--- src/design/cgc_pkg.sv ---
`timescale 1ns / 1ps
`default_nettype none

package cgc_pkg;

  // Default sizes of the coloring engine.
  localparam int CGC_NUM_COLORS      = 24;
  localparam int CGC_MAX_BODIES      = 1024;
  localparam int CGC_MAX_CONSTRAINTS = 4096;

  // Fixed widths of the channel fields.
  localparam int BODY_W   = 10;
  localparam int COLOR_W  = 5;
  localparam int RANK_W   = 12;
  localparam int BIDX_W   = 5;
  localparam int BSTART_W = 13;

  // Depth of the queue between the front and the back; a power of two.
  localparam int CGC_QUEUE_DEPTH = 4;

  // Result kinds.
  localparam logic KIND_COLOR  = 1'b0;
  localparam logic KIND_BUCKET = 1'b1;

  // Commands carried by an input word.
  typedef enum logic {
    OP_ADD    = 1'b0,
    OP_FINISH = 1'b1
  } op_t;

  // Classified item handed from the front to the back.
  typedef struct packed {
    op_t               op;
    logic [BODY_W-1:0] body_a;
    logic [BODY_W-1:0] body_b;
    logic              mov_a;
    logic              mov_b;
  } cgc_op_t;

  // States of the back-end sequencer.
  typedef enum logic [2:0] {
    ST_CLEAR,
    ST_IDLE,
    ST_COLOR,
    ST_WRITE_B,
    ST_EMIT
  } cgc_state_t;

endpackage

`default_nettype wire

--- src/design/cgc_if.sv ---
`timescale 1ns / 1ps
`default_nettype none

// Input channel: one constraint or a finish command per word.
interface cgc_in_if;
  logic       valid;
  logic       ready;
  logic       cmd;
  logic [9:0] body_a;
  logic [9:0] body_b;
  logic       a_movable;
  logic       b_movable;

  modport source (output valid, cmd, body_a, body_b, a_movable, b_movable, input ready);
  modport sink   (input valid, cmd, body_a, body_b, a_movable, b_movable, output ready);
endinterface


`default_nettype wire

--- src/design/cgc_front.sv ---
`timescale 1ns / 1ps
`default_nettype none

module cgc_front #(
  parameter int MAX_BODIES = cgc_pkg::CGC_MAX_BODIES
) (
  input  wire              clk,
  input  wire              rst_n,
  cgc_in_if.sink           in_ch,
  output logic             push_valid,
  input  wire              push_ready,
  output cgc_pkg::cgc_op_t push_op
);
  import cgc_pkg::*;

  logic    hold_valid_r;
  cgc_op_t hold_op_r;
  cgc_op_t op_nxt;

  // Decode the command and mark a side movable only when its index is in range.
  always_comb begin
    op_nxt.op     = op_t'(in_ch.cmd);
    op_nxt.body_a = in_ch.body_a;
    op_nxt.body_b = in_ch.body_b;
    op_nxt.mov_a  = in_ch.a_movable && (32'(in_ch.body_a) < MAX_BODIES);
    op_nxt.mov_b  = in_ch.b_movable && (32'(in_ch.body_b) < MAX_BODIES);
  end

  assign in_ch.ready = !hold_valid_r || push_ready;
  assign push_valid  = hold_valid_r;
  assign push_op     = hold_op_r;

  // One holding stage in front of the queue.
  always_ff @(posedge clk) begin
    if (!rst_n) begin
      hold_valid_r <= 1'b0;
    end else if (in_ch.valid && in_ch.ready) begin
      hold_valid_r <= 1'b1;
    end else if (push_ready) begin
      hold_valid_r <= 1'b0;
    end
  end

  always_ff @(posedge clk) begin
    if (in_ch.valid && in_ch.ready) begin
      hold_op_r <= op_nxt;
    end
  end

endmodule

`default_nettype wire

--- src/flat_wrapper.sv ---
// flat-port wrapper written by rule: the top's interface ports become plain ports
module cgc_front_flat import cgc_pkg::*;
#(
  parameter int MAX_BODIES = cgc_pkg::CGC_MAX_BODIES
)
  (clk, rst_n, push_valid, push_ready, push_op, in_ch_valid, in_ch_cmd, in_ch_body_a, in_ch_body_b, in_ch_a_movable, in_ch_b_movable, in_ch_ready);
  cgc_in_if in_ch_i ();
  input  wire clk;
  input  wire rst_n;
  output logic push_valid;
  input  wire push_ready;
  output cgc_pkg::cgc_op_t push_op;
  input wire logic [$bits(in_ch_i.valid)-1:0] in_ch_valid;
  input wire logic [$bits(in_ch_i.cmd)-1:0] in_ch_cmd;
  input wire logic [$bits(in_ch_i.body_a)-1:0] in_ch_body_a;
  input wire logic [$bits(in_ch_i.body_b)-1:0] in_ch_body_b;
  input wire logic [$bits(in_ch_i.a_movable)-1:0] in_ch_a_movable;
  input wire logic [$bits(in_ch_i.b_movable)-1:0] in_ch_b_movable;
  output wire logic [$bits(in_ch_i.ready)-1:0] in_ch_ready;
  assign in_ch_i.valid = in_ch_valid;
  assign in_ch_i.cmd = in_ch_cmd;
  assign in_ch_i.body_a = in_ch_body_a;
  assign in_ch_i.body_b = in_ch_body_b;
  assign in_ch_i.a_movable = in_ch_a_movable;
  assign in_ch_i.b_movable = in_ch_b_movable;
  assign in_ch_ready = in_ch_i.ready;
  cgc_front #(.MAX_BODIES(MAX_BODIES)) u_core (.clk(clk), .rst_n(rst_n), .in_ch(in_ch_i), .push_valid(push_valid), .push_ready(push_ready), .push_op(push_op));
endmodule
--- config.mk ---
export PLATFORM = sky130hd
export DESIGN_NAME = cgc_front_flat
export DESIGN_NICKNAME = d
export VERILOG_FILES = /design/src/design/cgc_pkg.sv /design/src/design/cgc_if.sv /design/src/design/cgc_front.sv /design/src/flat_wrapper.sv
export SDC_FILE = /design/constraint.sdc
export NUM_CORES = 1
export LEC_CHECK = 0
export ABC_AREA = 1
export BUFFER_PORTS_ARGS = -buffer_cell sky130_fd_sc_hd__buf_2
export CORE_MARGIN = 2
export CORE_UTILIZATION = 40
export DETAILED_ROUTE_END_ITERATION = 12
export GPL_ROUTABILITY_DRIVEN = 0
export MAX_ROUTING_LAYER = met4
export PLACE_DENSITY = 0.81
export SLEW_MARGIN = 20
export SYNTH_ARGS = -nofsm -noshare
export SYNTH_HDL_FRONTEND = slang
export SYNTH_SLANG_ARGS = --single-unit
--- constraint.sdc ---
create_clock -name clk -period 7.05 [get_ports clk]
set_input_delay 2.115 -clock clk [delete_from_list [all_inputs] [get_ports clk]]
set_output_delay 2.115 -clock clk [all_outputs]
set_load 0.02 [all_outputs]
Word-level counts from Yosys, hierarchy flattened

Index checks and enable logic that the tools add are counted.

Muxes and demuxes: 2
Reductions and logical operators: 4

Operators with widths:

| kind               | count |
|---|---|
| two-way mux 1 bit  | 2 |
| nonzero test 2 bit | 1 |
| logical AND 1 bit  | 1 |
| zero test 1 bit    | 1 |
| logical OR 1 bit   | 1 |

Bits of input ports: 27
Flip-flop bits (word level): 24
Word-level logic and storage cells: 12
Output and inout port bits: 25

Longest topological paths before layout

Depth in word-level cells: 4
Depth in mapped cells: 3
Depth with buffers taken out: 3

Worst setup path after synthesis

No wires, ideal clock.

Path type: input-to-output
Start point: input push_ready
End point: output in_ch_ready
Stages: 2
Required time: 4.935 ns
Buffers on the path: 0
Path slack: 2.688 ns
Arrival time: 2.247 ns
Path through: inv_2 -> nand2_2

Longest elaborated chain between the ends: 1

Ends and longest elaborated chain:

| element            | RTL line           | source |
|---|---|---|
| start: declaration | flat_wrapper.sv:11 | `input wire push_ready;` |
| logical OR 1 bit   | cgc_front.sv:29    | `assign in_ch.ready = !hold_valid_r \|\| push_ready;` |
| end: declaration   | flat_wrapper.sv:19 | `output wire logic [$bits(in_ch_i.ready)-1:0] in_ch_ready;` |

Every way passes these cells.

Worst setup path in the final report

Ends and elaborated chain as after synthesis.

==> Flow_metrics.wiki <==
{| class="wikitable"
! Metric !! Value
|-
| Post-synth net total || 57
|-
| Worst-case clock buffer depth || 2
|-
| Slew Limit Headroom || 55.0%
|-
| Pre-Repair DR Iteration Count || 4
|-
| Max-Cap Viols || 0
|-
| Startpoint type of the worst setup path || primary input
|-
| Arrival time of data at the critical path endpoint || 2.51 ns
|-
| Cell chosen for the clock root || clkbuf_4
|-
| Flop pwr share || 66.2%
|-
| Die X-Extent || 47.1 um
|-
| Pin count of the biggest net entering global routing || 24
|-
| Synthesized cell area || 742 um^2
|-
| Initial standard-cell utilization of the core || 43.0%
|-
| Post-synth ARST share || 0%
|-
| Clock latency reported for the late side of the worst-skew pair || 0.29 ns
|-
| Slowest stage cell, crit path || buf_2
|-
| List of cells traversed by the critical path || buf_2 -> inv_2 -> nand2_2 -> buf_2
|-
| Average footprint of a synthesized cell || 24.7 um^2
|-
| Num rows || 15
|-
| Total power divided by cell area || 238 nW/um^2
|-
| CTS Buf Count || 3
|-
| Average vias per placed instance || 4.25
|-
| Number of buffer cells added on primary ports || 51
|-
| Most common cell on crit path || buf_2
|-
| H-Tree Depth || 1
|-
| Biggest area contributors in the synthesized netlist || edfxtp_1, dfxtp_1, a21oi_2, inv_1, nand2_2
|-
| Top achievable clock speed || 0.216 GHz
|-
| Number of buffers and inverters on the critical path || 3
|-
| Switching pwr || 0.0562 mW
|-
| Shortest period the worst path allows || 4.62 ns
|-
| Hold path startpoint || u_core.push_valid$_SDFFE_PN0P_
|-
| Number of vias after detailed routing || 468
|-
| Ys Warns || 0
|-
| Cells on worst reg2reg path || 1
|-
| Setup Total Neg Slack || 0 ns
|-
| Non-filler instance count after layout || 110
|-
| Most common cell in the synthesized netlist || edfxtp_1
|-
| Nature of the critical path endpoint || primary output
|-
| Cell class contributing the biggest share of worst-path delay || buffers and inverters
|-
| Worst reg2reg startpoint || u_core.push_valid$_SDFFE_PN0P_
|-
| Most common library cells after synthesis || edfxtp_1, inv_1
|-
| CTS Sinks || 24
|-
| Die extent in y || 47.1 um
|-
| Final-report hold violation count || 0
|-
| Number of top-level design ports || 52
|-
| Antenna violations before repair || 0
|-
| Part of the total power dissipated in combinational logic || 11.8%
|-
| Count of inserted antenna diode cells || 0
|-
| Per-cell routed wire length || 11.0 um
|-
| Final Skew || 0.000310 ns
|-
| Total overflow reported by the global router || 0
|-
| Min-Delay Path Depth || 2
|-
| Number of buffers added for setup after CTS || 0
|-
| Proportion of power drawn by the clock network || 22.0%
|-
| Layout net count || 113
|-
| First-pass GRT wire length || 1740 um
|-
| Die outline area || 2220 um^2
|-
| Flip-flop cell with the highest count after synthesis || edfxtp_1
|-
| Post-route antenna net violation count || 0
|-
| Number of global-route vias before repair || 450
|-
| Max Fanout on Critical Path || 2
|-
| Cell taking the most area after synthesis || edfxtp_1
|-
| Fraction of the yosys area taken by sequential cells || 95.8%
|-
| Storage element area || 711 um^2
|-
| LEAKAGE || 0.468 nW
|-
| DRC violation count after routing || 0
|-
| Area taken by multi-input logic gates || 31.3 um^2
|-
| Critical path class || primary input to primary output
|-
| CP Launch Point || push_ready
|-
| Max Transition Viols Final || 0
|-
| Number of filler cells placed in the layout || 158
|-
| Critical path required time || 4.93 ns
|-
| Largest incremental delay on the critical path || 0.16 ns
|-
| All-Layer GR Usage || 12.3%
|-
| Internal power of the cells || 0.198 mW
|-
| Violation count after the first detailed-route iteration || 6
|-
| Cell count after synthesis || 30
|-
| Worst voltage drop across the vdd grid || 0.126 mV
|-
| Cell area after placement || 1030 um^2
|-
| Post-route design area || 1070 um^2
|-
| Std-Cell Core Area || 1730 um^2
|-
| Number of enable-type register cells in the synthesized netlist || 23
|-
| RSZ-0062 raised after global routing || false
|-
| Hold_buf cts || 0
|-
| Number of stages on the worst setup path || 4
|-
| Switching part of the total || 22.1%
|-
| Share of layout cells above drive strength 1 || 68.2%
|-
| Final setup viols || 0
|-
| Post-detailed-placement half-perimeter wirelength || 980 um
|-
| Final period util || 65.6%
|-
| CTS tree || done
|-
| Min-delay worst type || register to register
|-
| Number of distinct library cell variants in the gate-level netlist after synthesis || 7
|-
| Share of Yosys cell area claimed by the top area cell type || 93.1%
|-
| Routed WL || 1210 um
|-
| Total of flip-flops plus latches after synthesis || 24
|-
| Slew at the pin closest to its max-slew limit || 0.673 ns
|-
| Layout area overhead || 43.7%
|-
| Cts repair resizes || 0
|-
| Outcome || finished, final reports clean
|-
| Number of cells after detailed placement || 106
|-
| Total power consumption of the routed design || 0.254 mW
|-
| Clock-pin slew reported for the worst setup and hold paths after clock tree synthesis || 0.11 ns
|}
## worst paths after layout
kind                                                        to  slack, ns
worst max-delay path                               in_ch_ready       2.43
worst min-delay path            u_core.push_valid$_SDFFE_PN0P_       0.54
worst max register to register    u_core.push_op[18]$_DFFE_PP_       5.75
worst min register to register  u_core.push_valid$_SDFFE_PN0P_       0.54
## routing by layer
layer,global-route usage (%),wire [um],vias up
met5,-,0,-
met4,6.67,6,0
met3,3.46,130,2
met2,21.9,635,34
met1,11.9,436,207
li1,-,-,225
## layout by cell type, fill, tap and decap left out
master / Yosys / layout
clkinv_1: 0 / 1
a21oi_4: 0 / 1
inv_2: 1 / 1
edfxtp_1: 23 / 23
dfxtp_1: 1 / 1
clkbuf_4: 0 / 3
buf_2: 0 / 51
nand2_2: 1 / 1
a21oi_2: 1 / 1
inv_1: 2 / 2
## power groups by stage
stage	combinational, mW	clock, mW	sequential (mW)
2_1_floorplan	0.00393	0	0.182
3_3_place_gp	0.0296	0	0.171
3_5_place_dp	0.0302	0	0.171
4_1_cts	0.0302	0.0586	0.168
5_1_grt	0.0324	0.0641	0.169
6_report	0.0300	0.0559	0.168
## flip-flops by register name (all words and copies together), names as in the netlist
signal,flops
u_core.push_op,23
u_core.push_valid,1
## cell families after synthesis
group	share of synthesized area (%)
compound gates	1.85
buf+inv	1.52
flops	95.8
simple gates	0.844
## metrics by stage
| stage | hold slack, ns | worst slack, ns | util [%] |
|---|---|---|---|
| after floorplan | 0.644 | 2.69 | - |
| after global placement | 0.482 | 2.46 | 59.8 |
| after detailed placement | 0.503 | 2.45 | 59.8 |
| after CTS | 0.525 | 2.45 | 61.3 |
| after global routing | 0.571 | 2.40 | 61.7 |
| final | 0.539 | 2.43 | 61.7 |
## final cells by class
type | instances | area share [%]
Multi-Input combinational cell | 3 | 2.93
Clock inverter | 1 | 0.352
Sequential cell | 24 | 66.7
Tap cell | 25 | 2.93
Inverter | 3 | 1.06
Timing Repair Buffer | 51 | 23.9
Clock buffer | 3 | 2.11
Note: power is estimated with default switching activity, not from simulation.
