**src/design/cgc_pkg.sv**
```systemverilog
`timescale 1ns / 1ps
`default_nettype none

package cgc_pkg;

  // Default sizes of the coloring engine.
  localparam int CGC_NUM_COLORS      = 24;
  localparam int CGC_MAX_BODIES      = 1024;
  localparam int CGC_MAX_CONSTRAINTS = 4096;

  // Fixed widths of the channel fields.
  localparam int BODY_W   = 10;
  localparam int COLOR_W  = 5;
  localparam int RANK_W   = 12;
  localparam int BIDX_W   = 5;
  localparam int BSTART_W = 13;

  // Depth of the queue between the front and the back; a power of two.
  localparam int CGC_QUEUE_DEPTH = 4;

  // Result kinds.
  localparam logic KIND_COLOR  = 1'b0;
  localparam logic KIND_BUCKET = 1'b1;

  // Commands carried by an input word.
  typedef enum logic {
    OP_ADD    = 1'b0,
    OP_FINISH = 1'b1
  } op_t;

  // Classified item handed from the front to the back.
  typedef struct packed {
    op_t               op;
    logic [BODY_W-1:0] body_a;
    logic [BODY_W-1:0] body_b;
    logic              mov_a;
    logic              mov_b;
  } cgc_op_t;

  // States of the back-end sequencer.
  typedef enum logic [2:0] {
    ST_CLEAR,
    ST_IDLE,
    ST_COLOR,
    ST_WRITE_B,
    ST_EMIT
  } cgc_state_t;

endpackage

`default_nettype wire

```
**src/design/cgc_queue.sv**
```systemverilog
`timescale 1ns / 1ps
`default_nettype none

module cgc_queue (
  input  wire              clk,
  input  wire              rst_n,
  input  wire              push_valid,
  output logic             push_ready,
  input  cgc_pkg::cgc_op_t push_op,
  output logic             pop_valid,
  input  wire              pop_ready,
  output cgc_pkg::cgc_op_t pop_op
);
  import cgc_pkg::*;

  localparam int PW = $clog2(CGC_QUEUE_DEPTH) + 1;

  cgc_op_t       entries_r [CGC_QUEUE_DEPTH];
  logic [PW-1:0] wr_ptr_r;
  logic [PW-1:0] rd_ptr_r;
  logic          full;
  logic          empty;

  // Pointers carry one wrap bit to tell full from empty.
  assign empty = (wr_ptr_r == rd_ptr_r);
  assign full  = (wr_ptr_r[PW-1] != rd_ptr_r[PW-1]) &&
                 (wr_ptr_r[PW-2:0] == rd_ptr_r[PW-2:0]);

  assign push_ready = !full;
  assign pop_valid  = !empty;
  assign pop_op     = entries_r[rd_ptr_r[PW-2:0]];

  always_ff @(posedge clk) begin
    if (!rst_n) begin
      wr_ptr_r <= '0;
      rd_ptr_r <= '0;
    end else begin
      if (push_valid && push_ready) begin
        wr_ptr_r <= wr_ptr_r + PW'(1);
      end
      if (pop_valid && pop_ready) begin
        rd_ptr_r <= rd_ptr_r + PW'(1);
      end
    end
  end

  always_ff @(posedge clk) begin
    if (push_valid && push_ready) begin
      entries_r[wr_ptr_r[PW-2:0]] <= push_op;
    end
  end

endmodule

`default_nettype wire

```
**config.mk**
```make
export PLATFORM = sky130hd
export DESIGN_NAME = cgc_queue
export DESIGN_NICKNAME = d
export VERILOG_FILES = /design/src/design/cgc_pkg.sv /design/src/design/cgc_queue.sv
export SDC_FILE = /design/constraint.sdc
export NUM_CORES = 1
export LEC_CHECK = 0
export BUFFER_PORTS_ARGS = -buffer_cell sky130_fd_sc_hd__buf_2
export CAP_MARGIN = 30
export CORE_ASPECT_RATIO = 1.25
export CORE_MARGIN = 2
export CORE_UTILIZATION = 35
export CTS_CLUSTER_SIZE = 25
export DETAILED_ROUTE_END_ITERATION = 7
export PLACE_DENSITY = 0.63
export SLEW_MARGIN = 20
export SYNTH_ARGS = -nofsm -noshare
export SYNTH_HDL_FRONTEND = slang
export SYNTH_SLANG_ARGS = --single-unit
```
**constraint.sdc**
```tcl
create_clock -name clk -period 3.2 [get_ports clk]
set_input_delay 0.64 -clock clk [delete_from_list [all_inputs] [get_ports clk]]
set_output_delay 0.64 -clock clk [all_outputs]
set_load 0.02 [all_outputs]
```
## After elaboration in Yosys (flattened, before gate mapping)

Memories as Yosys holds them, arrays and structs flattened. A register that Yosys moved wholly into a read port is not among the register bits.
Index checks and enable logic that the tools add are counted.

- Register bits after elaboration: 6
- Bits in writable memories: 92
- Input bits: 27
- Output and inout bits: 25
- Logic and storage cells: 17
- Memories kept: 1

Memories:

| name | words | bits a word | rd ports | clocked after memory_dff | wr ports | line | source |
|---|---|---|---|---|---|---|---|
| entries_r | 4 | 23 | 1 | 1 | 1 | cgc_queue.sv:18 | `cgc_op_t entries_r [CGC_QUEUE_DEPTH];` |

- $add $sub $neg: 2
- Equality and inequality tests: 3
- Mux-type cells: 4
- Reduce and logical (&&, ||, !) cells: 5

Operators by type and width:

| operator | count |
|---|---|
| adder 3 x 1 -> 3 bit, second input constant | 2 |
| two-way mux 2 bit | 2 |
| equality test 3 bit | 1 |
| logical AND 1 bit | 3 |
| equality test 2 bit | 1 |
| zero test 1 bit | 2 |
| two-way mux 1 bit | 2 |
| inequality test 1 bit | 1 |

## Logic depth before layout (Yosys ltp)

Gate-level depths: netlist (run 1).

- Word-level depth: 6
- Gate-level depth with buffers: 5
- Depth with buffers taken out: 4

## Least setup slack after synthesis (run 1)

OpenSTA, ideal clock, no wires.

- Path kind: reg-to-reg
- Start point: register wr_ptr_r[0]
- End point: memory entries_r[3][0] (netlist name) (enable)
- Library setup time: 411 ps
- Arrival time: 2033 ps
- Required time: 2789 ps
- Setup slack: 756 ps
- Stages on the path, launching flop included: 4
- Buffers on the path: 0
- Clock period less this slack: 2444 ps
- Path through: dfxtp_1 xor2_1 nor2_1 a21oi_1

- Word-level cells in the longest chain between the ends: 6

RTL lines:

| element | line | source |
|---|---|---|
| start, declared | cgc_queue.sv:19 | `logic [PW-1:0] wr_ptr_r;` |
| start signal, assigned | cgc_queue.sv:39 | `wr_ptr_r <= wr_ptr_r + PW'(1);` |
| equality test 2 bit | cgc_queue.sv:27 | `(wr_ptr_r[PW-2:0] == rd_ptr_r[PW-2:0]);` |
| logical AND 1 bit | cgc_queue.sv:26 | `assign full = (wr_ptr_r[PW-1] != rd_ptr_r[PW-1]) &&` |
| zero test 1 bit | cgc_queue.sv:29 | `assign push_ready = !full;` |
| logical AND 1 bit | cgc_queue.sv:48 | `if (push_valid && push_ready) begin` |
| two-way mux 1 bit | cgc_queue.sv:48 |  |
| two-way mux 1 bit (implied by the code) | cgc_queue.sv:49 | `entries_r[wr_ptr_r[PW-2:0]] <= push_op;` |
| end, declared | cgc_queue.sv:18 |  |

Parallel ways exist; a longest one is shown, timed or not.

==> qor.yml, run 1 <==
place:
  place_area_um2: 4330
  hpwl_um: 4560
  gp_congestion: 0.711
  numPortBuffers: 51
  dpl_worst_slack_ps: 982
job:
  max-cap-violations: 0
setup_path:
  critPathSlowestCell: "dfxtp_2"
  endpoint: "pop_op[1]"
  r2r_cells: 4
  end_kind: "primary output"
  path_class: "reg2out"
  critPathMaxStageDelay_ps: 630
  crit_fanout: 12
  ff2ff_setup_slack_ps: 1190
  start_kind: "flip-flop"
  cp_cell_sequence: "buf_12 > mux4_2 > buf_2"
  r2r-start: "wr_ptr_r[1]"
  arrival_ps: 1880
  rr_endpoint: "entries_r[2][9]"
  critPathRequiredTime_ps: 2560
yosys:
  synth.avg_cell_area_um2: 20.7
  syn_nets: 220
  netlist_area_um2: 3880
  synthesis.instances: 188
  yosysSeqAreaShare: 0.753
  ys_ff_latch: 100
  yosysUniqueCellTypes: 29
  yosysWarningCount: 0
sta:
  slew_headroom: 0.593
  hold_viol_final: 0
  timing.final.crit_period_ps: 2520
  layout_setup_ws_ps: 681
  setup_viol: 0
  drv_slew: 0
  finalCritPeriodShare: 0.787
  worst_pin_slew_ps: 606
  max_freq_mhz: 397
  finalClockSkew_ps: 7.31
  tns_ps: 0
  rsz0062_at_grt: "no"
floorplan:
  core_area_um2: 11000
  io_pins: 52
  die_h_um: 122
  dieArea_um2: 12000
  start_util: 0.354
  rows: 43
  die_x_um: 98.2
clocking:
  clockRootBuffer: "clkbuf_16"
  cts_setup_buffers: 0
  clk_pin_slew_ps: 60
  ctsResizeCount: 0
  clock-sinks: 100
  clk_path_buf_depth: 2
  cts_hold_buffers: 0
  cts_tree: "built"
  cts.htree.levels: 3
  clk_latency_ps: 340
  cts_buffers: 9
finish:
  diodes: 0
  design_area_um2: 4580
  mostFrequentLayoutCells: "edfxtp_1 (92), buf_2 (51), mux4_2 (23)"
  area_growth_pct: 18.0
  fillers: 1002
  seq_area_um2: 2920
  final_common_cell: "edfxtp_1"
  drive_above_1_share: 0.373
  multiInputGateArea_um2: 906
  fin_nets: 281
drt:
  drc: 0
  routed_wirelength_um: 6900
  ant_nets: 0
  num_vias: 1923
  dr.pass1.iters: 4
  post_drt_wl_per_cell_um: 17.8
  drt_iter0_markers: 68
  viasPerCell: 4.97
global_route:
  grt_pass1_wl_um: 10800
  grt_pass1_vias: 1996
  grt-ovfl-total: 0
  grt_usage: 0.123
  grt_max_degree: 24
  antenna_found_initial: 1
pwr:
  p_leak_uw: 0.00156
  peakVddDrop_mv: 0.301
  p_total_uw: 3720
  power_density_nw_per_um2: 813
worst_hold_path:
  hold_class: "in2reg"
run_status:
  outcome: "finished, final reports clean"
state kept, by name (all words and copies together) (netlist names), named ones only:
name and flops:
rd_ptr_r 3, entries_r 92, wr_ptr_r 3
worst min-delay path by stage:
| stage | depth (start not counted) | to | slack [ps] | startpoint |
|---|---|---|---|---|
| 6_report | 1 | entries_r[3][4] | 520 | push_op[4] |
| 5_1_grt | 1 | entries_r[3][4] | 510 | push_op[4] |
| 3_5_place_dp | 2 | wr_ptr_r[2] | 550 | wr_ptr_r[2] |
| 4_1_cts | 1 | entries_r[0][21] | 510 | push_op[21] |
| 2_1_floorplan | 2 | wr_ptr_r[2] | 500 | wr_ptr_r[2] |
| 3_3_place_gp | 2 | wr_ptr_r[2] | 530 | wr_ptr_r[2] |
cells by family after synthesis:
| logic type | synth area share |
|---|---|
| xor gates and xnor gates | 0.0135 |
| AOI/OAI and AO/OA | 0.0338 |
| adders and majority gates | 0.0161 |
| muxes | 0.133 |
| and+or+nand+nor | 0.0335 |
| DFF | 0.753 |
| buffers and inverters | 0.0168 |
critical path: cells and delay by family, from the launching register on:
kind	cells	cell delay, ps
mux	1	500
flops	1	630
buf+inv	2	390
per-stage QoR:
step                       util  hold slack [ps]  instances
after CTS                 0.417              507        387
after floorplan               -              501        188
after global routing      0.417              513        387
after detailed placement  0.395              551        373
after global placement    0.395              527        373
final                     0.417              518        387
power breakdown:
group / total (uW) / switching (uW) / internal (uW)
sequential: 1770 / 108 / 1660
clock: 928 / 414 / 514
combinational: 1030 / 613 / 417
layer usage:
layer	wire length, um	share of wire	GRT usage
met1	2740	0.40	0.133
met2	3700	0.54	0.218
met3	305	0.044	0.0356
met4	148	0.021	0.0616
met5	10	0.0014	0
Yosys cell counts:
| cell type | number | area share |
|---|---|---|
| and3_2 | 1 | 0.0019 |
| dfxtp_1 | 8 | 0.041 |
| buf_2 | 1 | 0.0013 |
| or4_1 | 1 | 0.0019 |
| clkbuf_4 | 1 | 0.0019 |
| mux4_2 | 23 | 0.13 |
| nor3_1 | 2 | 0.0026 |
| a31oi_1 | 2 | 0.0032 |
| a211o_1 | 4 | 0.0090 |
| edfxtp_1 | 92 | 0.71 |
| buf_4 | 2 | 0.0039 |
| nand3_1 | 3 | 0.0039 |
| nand3b_1 | 4 | 0.0077 |
| xnor2_1 | 3 | 0.0068 |
| a21oi_1 | 3 | 0.0039 |
| o21ai_0 | 4 | 0.0052 |
| o211ai_1 | 2 | 0.0039 |
| xor2_1 | 3 | 0.0068 |
| o31a_1 | 1 | 0.0023 |
| a211oi_1 | 1 | 0.0019 |
| ha_1 | 5 | 0.016 |
| nand4_1 | 2 | 0.0032 |
| buf_6 | 1 | 0.0029 |
| inv_1 | 5 | 0.0048 |
| and2_1 | 4 | 0.0064 |
| nand2_1 | 5 | 0.0048 |
| nor2_1 | 1 | 0.00097 |
| a41oi_1 | 2 | 0.0045 |
| buf_1 | 2 | 0.0019 |
area by class of cell:
class | instances | share of cell area
clock buffers | 11 | 0.0508
clock inverters | 3 | 0.00355
inverters | 5 | 0.00410
multi-input cells | 76 | 0.198
flip-flops and latches | 100 | 0.639
well taps | 135 | 0.0369
repair buffers | 57 | 0.0683
No activity file was read; power rests on OpenSTA's default activity.
==> run 2: changes to the inputs <==
--- a/config.mk
+++ b/config.mk
@@ -5,6 +5,7 @@
 export SDC_FILE = /design/constraint.sdc
 export NUM_CORES = 1
 export LEC_CHECK = 0
+export ABC_AREA = 1
 export BUFFER_PORTS_ARGS = -buffer_cell sky130_fd_sc_hd__buf_2
 export CAP_MARGIN = 30
 export CORE_ASPECT_RATIO = 1.25
==> constraint.sdc (replaced) <==
create_clock -name clk -period 2.55 [get_ports clk]
set_input_delay 0.51 -clock clk [delete_from_list [all_inputs] [get_ports clk]]
set_output_delay 0.51 -clock clk [all_outputs]
set_load 0.02 [all_outputs]
==> run 2 against run 1 <==
Effect of this change: critical path depth rose by 1; synthesized cell count rose by 57%; core utilization rose by 0.43 points; global-route usage rose by 1.3 points; first-iteration DRC count rose by 87%; area after synthesis did not move; final area rose by 1.0%.
==> qor.yml, run 2 <==
place:
  place_area_um2: 4340  # +0.12%
  hpwl_um: 4940  # +8.4%
  dp.cells: 478  # +28%
  gp_congestion: 0.749  # +5.3%
  dpl_worst_slack_ps: 653  # -329 ps
  numPortBuffers: 51  # unchanged
setup_path:
  rr_endpoint: "entries_r[0][22]"
  critPathRequiredTime_ps: 2040  # -520 ps
  start_kind: "flip-flop"
  arrival_ps: 1730  # -150 ps
  crit_fanout: 46  # +34
  path_class: "reg2out"
  ff2ff_setup_slack_ps: 700  # -490 ps
  r2r_cells: 7  # +3
  r2r-start: "wr_ptr_r[0]"
  end_kind: "primary output"
finish:
  design_area_um2: 4630  # +1.0%
  diodes: 0  # unchanged
  seq_area_um2: 2920  # unchanged
  mostFrequentLayoutCells: "edfxtp_1 (92), nor2_1 (53), buf_2 (51)"
  final_common_cell: "edfxtp_1"
  area_growth_pct: 19.2
  fillers: 1059  # +5.7%
  fin_nets: 386  # +37%
  final_cells: 494  # +28%
  drive_above_1_share: 0.237  # -0.136
  largest_register_ffs: 92  # unchanged
  multiInputGateArea_um2: 837  # -7.6%
clocking:
  cts.htree.levels: 3  # unchanged
  clock-sinks: 100  # unchanged
  cts_hold_buffers: 0  # unchanged
  cts_buffers: 9  # unchanged
  cts_setup_buffers: 0  # unchanged
  cts_tree: "built"
  clk_path_buf_depth: 2  # unchanged
  clk_pin_slew_ps: 60  # about the same
  ctsResizeCount: 0  # unchanged
  clockRootBuffer: "clkbuf_16"
  clk_latency_ps: 340  # about the same
yosys:
  netlist_area_um2: 3880  # unchanged
  yosysSeqAreaShare: 0.753  # unchanged
  syn_nets: 327  # +49%
  yosysTopAreaCellShare: 0.712  # unchanged
  ys_ff_latch: 100  # unchanged
  yosysUniqueCellTypes: 19  # -34%
  ys_top_cells_by_count: "edfxtp_1 (92), nor2_1 (56), o21ai_0 (45)"
  ys_async_sr_fraction: 0  # unchanged
  yosysMostFrequentCell: "edfxtp_1"
  yosysWarningCount: 0  # unchanged
  synth-edff-count: 92  # unchanged
  yosys.area.top_type: "edfxtp_1"
  synthesis.instances: 295  # +57%
  synth.avg_cell_area_um2: 13.2  # -36%
  synth.area.top_cells: "edfxtp_1 (71%), o21ai_0 (5.8%), nor2_1 (5.4%)"
  synth_flop_cell: "edfxtp_1"
sta:
  setup_viol: 0  # unchanged
  finalClockSkew_ps: 4.58  # -2.73 ps
  finalCritPeriodShare: 0.877
  drv_slew: 0  # unchanged
  layout_setup_ws_ps: 315  # -367 ps
  worst_pin_slew_ps: 443  # -163 ps
  whs_ps: 385  # -132 ps
  tns_ps: 0  # unchanged
  max_freq_mhz: 447
  slew_headroom: 0.705  # +0.111
  rsz0062_at_grt: "no"
  timing.final.crit_period_ps: 2240
  hold_viol_final: 0  # unchanged
pwr:
  switching_share: 0.268  # -0.0370
  power_density_nw_per_um2: 837  # +2.9%
  p_leak_uw: 0.00169  # +8.5%
  power_frac_seq: 0.494  # +0.020
  peakVddDrop_mv: 0.424  # +41%
  internal-power_uw: 2840  # +9.6%
  clock_power_share: 0.341  # +0.092
  p_switching_uw: 1040  # -8.6%
  p_comb_frac: 0.165  # -0.112
drt:
  dr.pass1.iters: 6  # +2
  drc: 0  # unchanged
  ant_nets: 0  # unchanged
  post_drt_wl_per_cell_um: 15.9  # -11%
  routed_wirelength_um: 7840  # +14%
  viasPerCell: 4.91  # -1.1%
  drt_iter0_markers: 127  # +87%
  num_vias: 2428  # +26%
global_route:
  antenna_found_initial: 0  # -1
  grt_pass1_wl_um: 12300  # +14%
  grt_max_degree: 47  # +96%
  grt_usage: 0.136  # +0.0133
  grt-ovfl-total: 0  # unchanged
  grt_pass1_vias: 2387  # +20%
floorplan:
  die_h_um: 122  # unchanged
  dieArea_um2: 12000  # unchanged
  io_pins: 52  # unchanged
  core_area_um2: 11000  # unchanged
  rows: 43  # unchanged
  start_util: 0.354  # unchanged
  die_x_um: 98.2  # unchanged
worst_hold_path:
  min_to: "entries_r[1][10]"
  hold_class: "in2reg"
  min_from: "push_op[10]"
  hold_depth: 1  # unchanged
job:
  max-cap-violations: 0  # unchanged
run_status:
  outcome: "finished, final reports clean"
[run 2: how the worst max path moves through the flow]
stage | to | slack [ps] | cells past startpoint
5_1_grt | pop_op[22] | 170 | 4
4_1_cts | pop_op[22] | 280 | 4
3_3_place_gp | pop_op[22] | 680 | 4
6_report | pop_op[19] | 310 | 4
2_1_floorplan | entries_r[1][0] | 290 | 6
3_5_place_dp | pop_op[22] | 650 | 4
[run 2: logic make-up after synthesis]
logic type / after synthesis / synth area share
flops: 100 / 0.753
simple gates: 86 / 0.0935
compound gates: 75 / 0.104
buf+inv: 29 / 0.0335
fa+ha+maj: 5 / 0.0161
[run 2: layout make-up]
type                            instances  area share
Timing Repair Buffer                   61      0.0741
Inverter                               16      0.0135
Tap cell                              135      0.0365
Multi-Input combinational cell        166       0.181
Clock buffer                           10      0.0495
Sequential cell                       100       0.632
Clock inverter                          6      0.0135
[run 2: critical path: stages (launching register included)]
cell and delay, ps:
dfxtp_2 410, inv_4 370, o21ai_0 140, o22ai_1 230, buf_2 220
[run 2: power by group through the flow]
stage	sequential [uW]	clock, uW	combinational (uW)
finish	1910	1320	640
detailed placement	1950	0	651
CTS	1910	1350	653
floorplan	1940	0	419
global placement	1950	0	638
global route	1920	1410	709
[run 2: per-stage QoR]
step | power, uW | utilization
final | 3870 | 0.422
after global routing | 4040 | 0.422
after CTS | 3910 | 0.422
after detailed placement | 2600 | 0.395
after global placement | 2580 | 0.395
after floorplan | 2350 | -
[run 2: layer usage]
layer	up-vias	track usage	wire, um
met5	-	0	0
met3	11	0.0293	349
li1	1187	-	-
met1	1172	0.166	3390
met2	58	0.232	3950
met4	0	0.0625	148
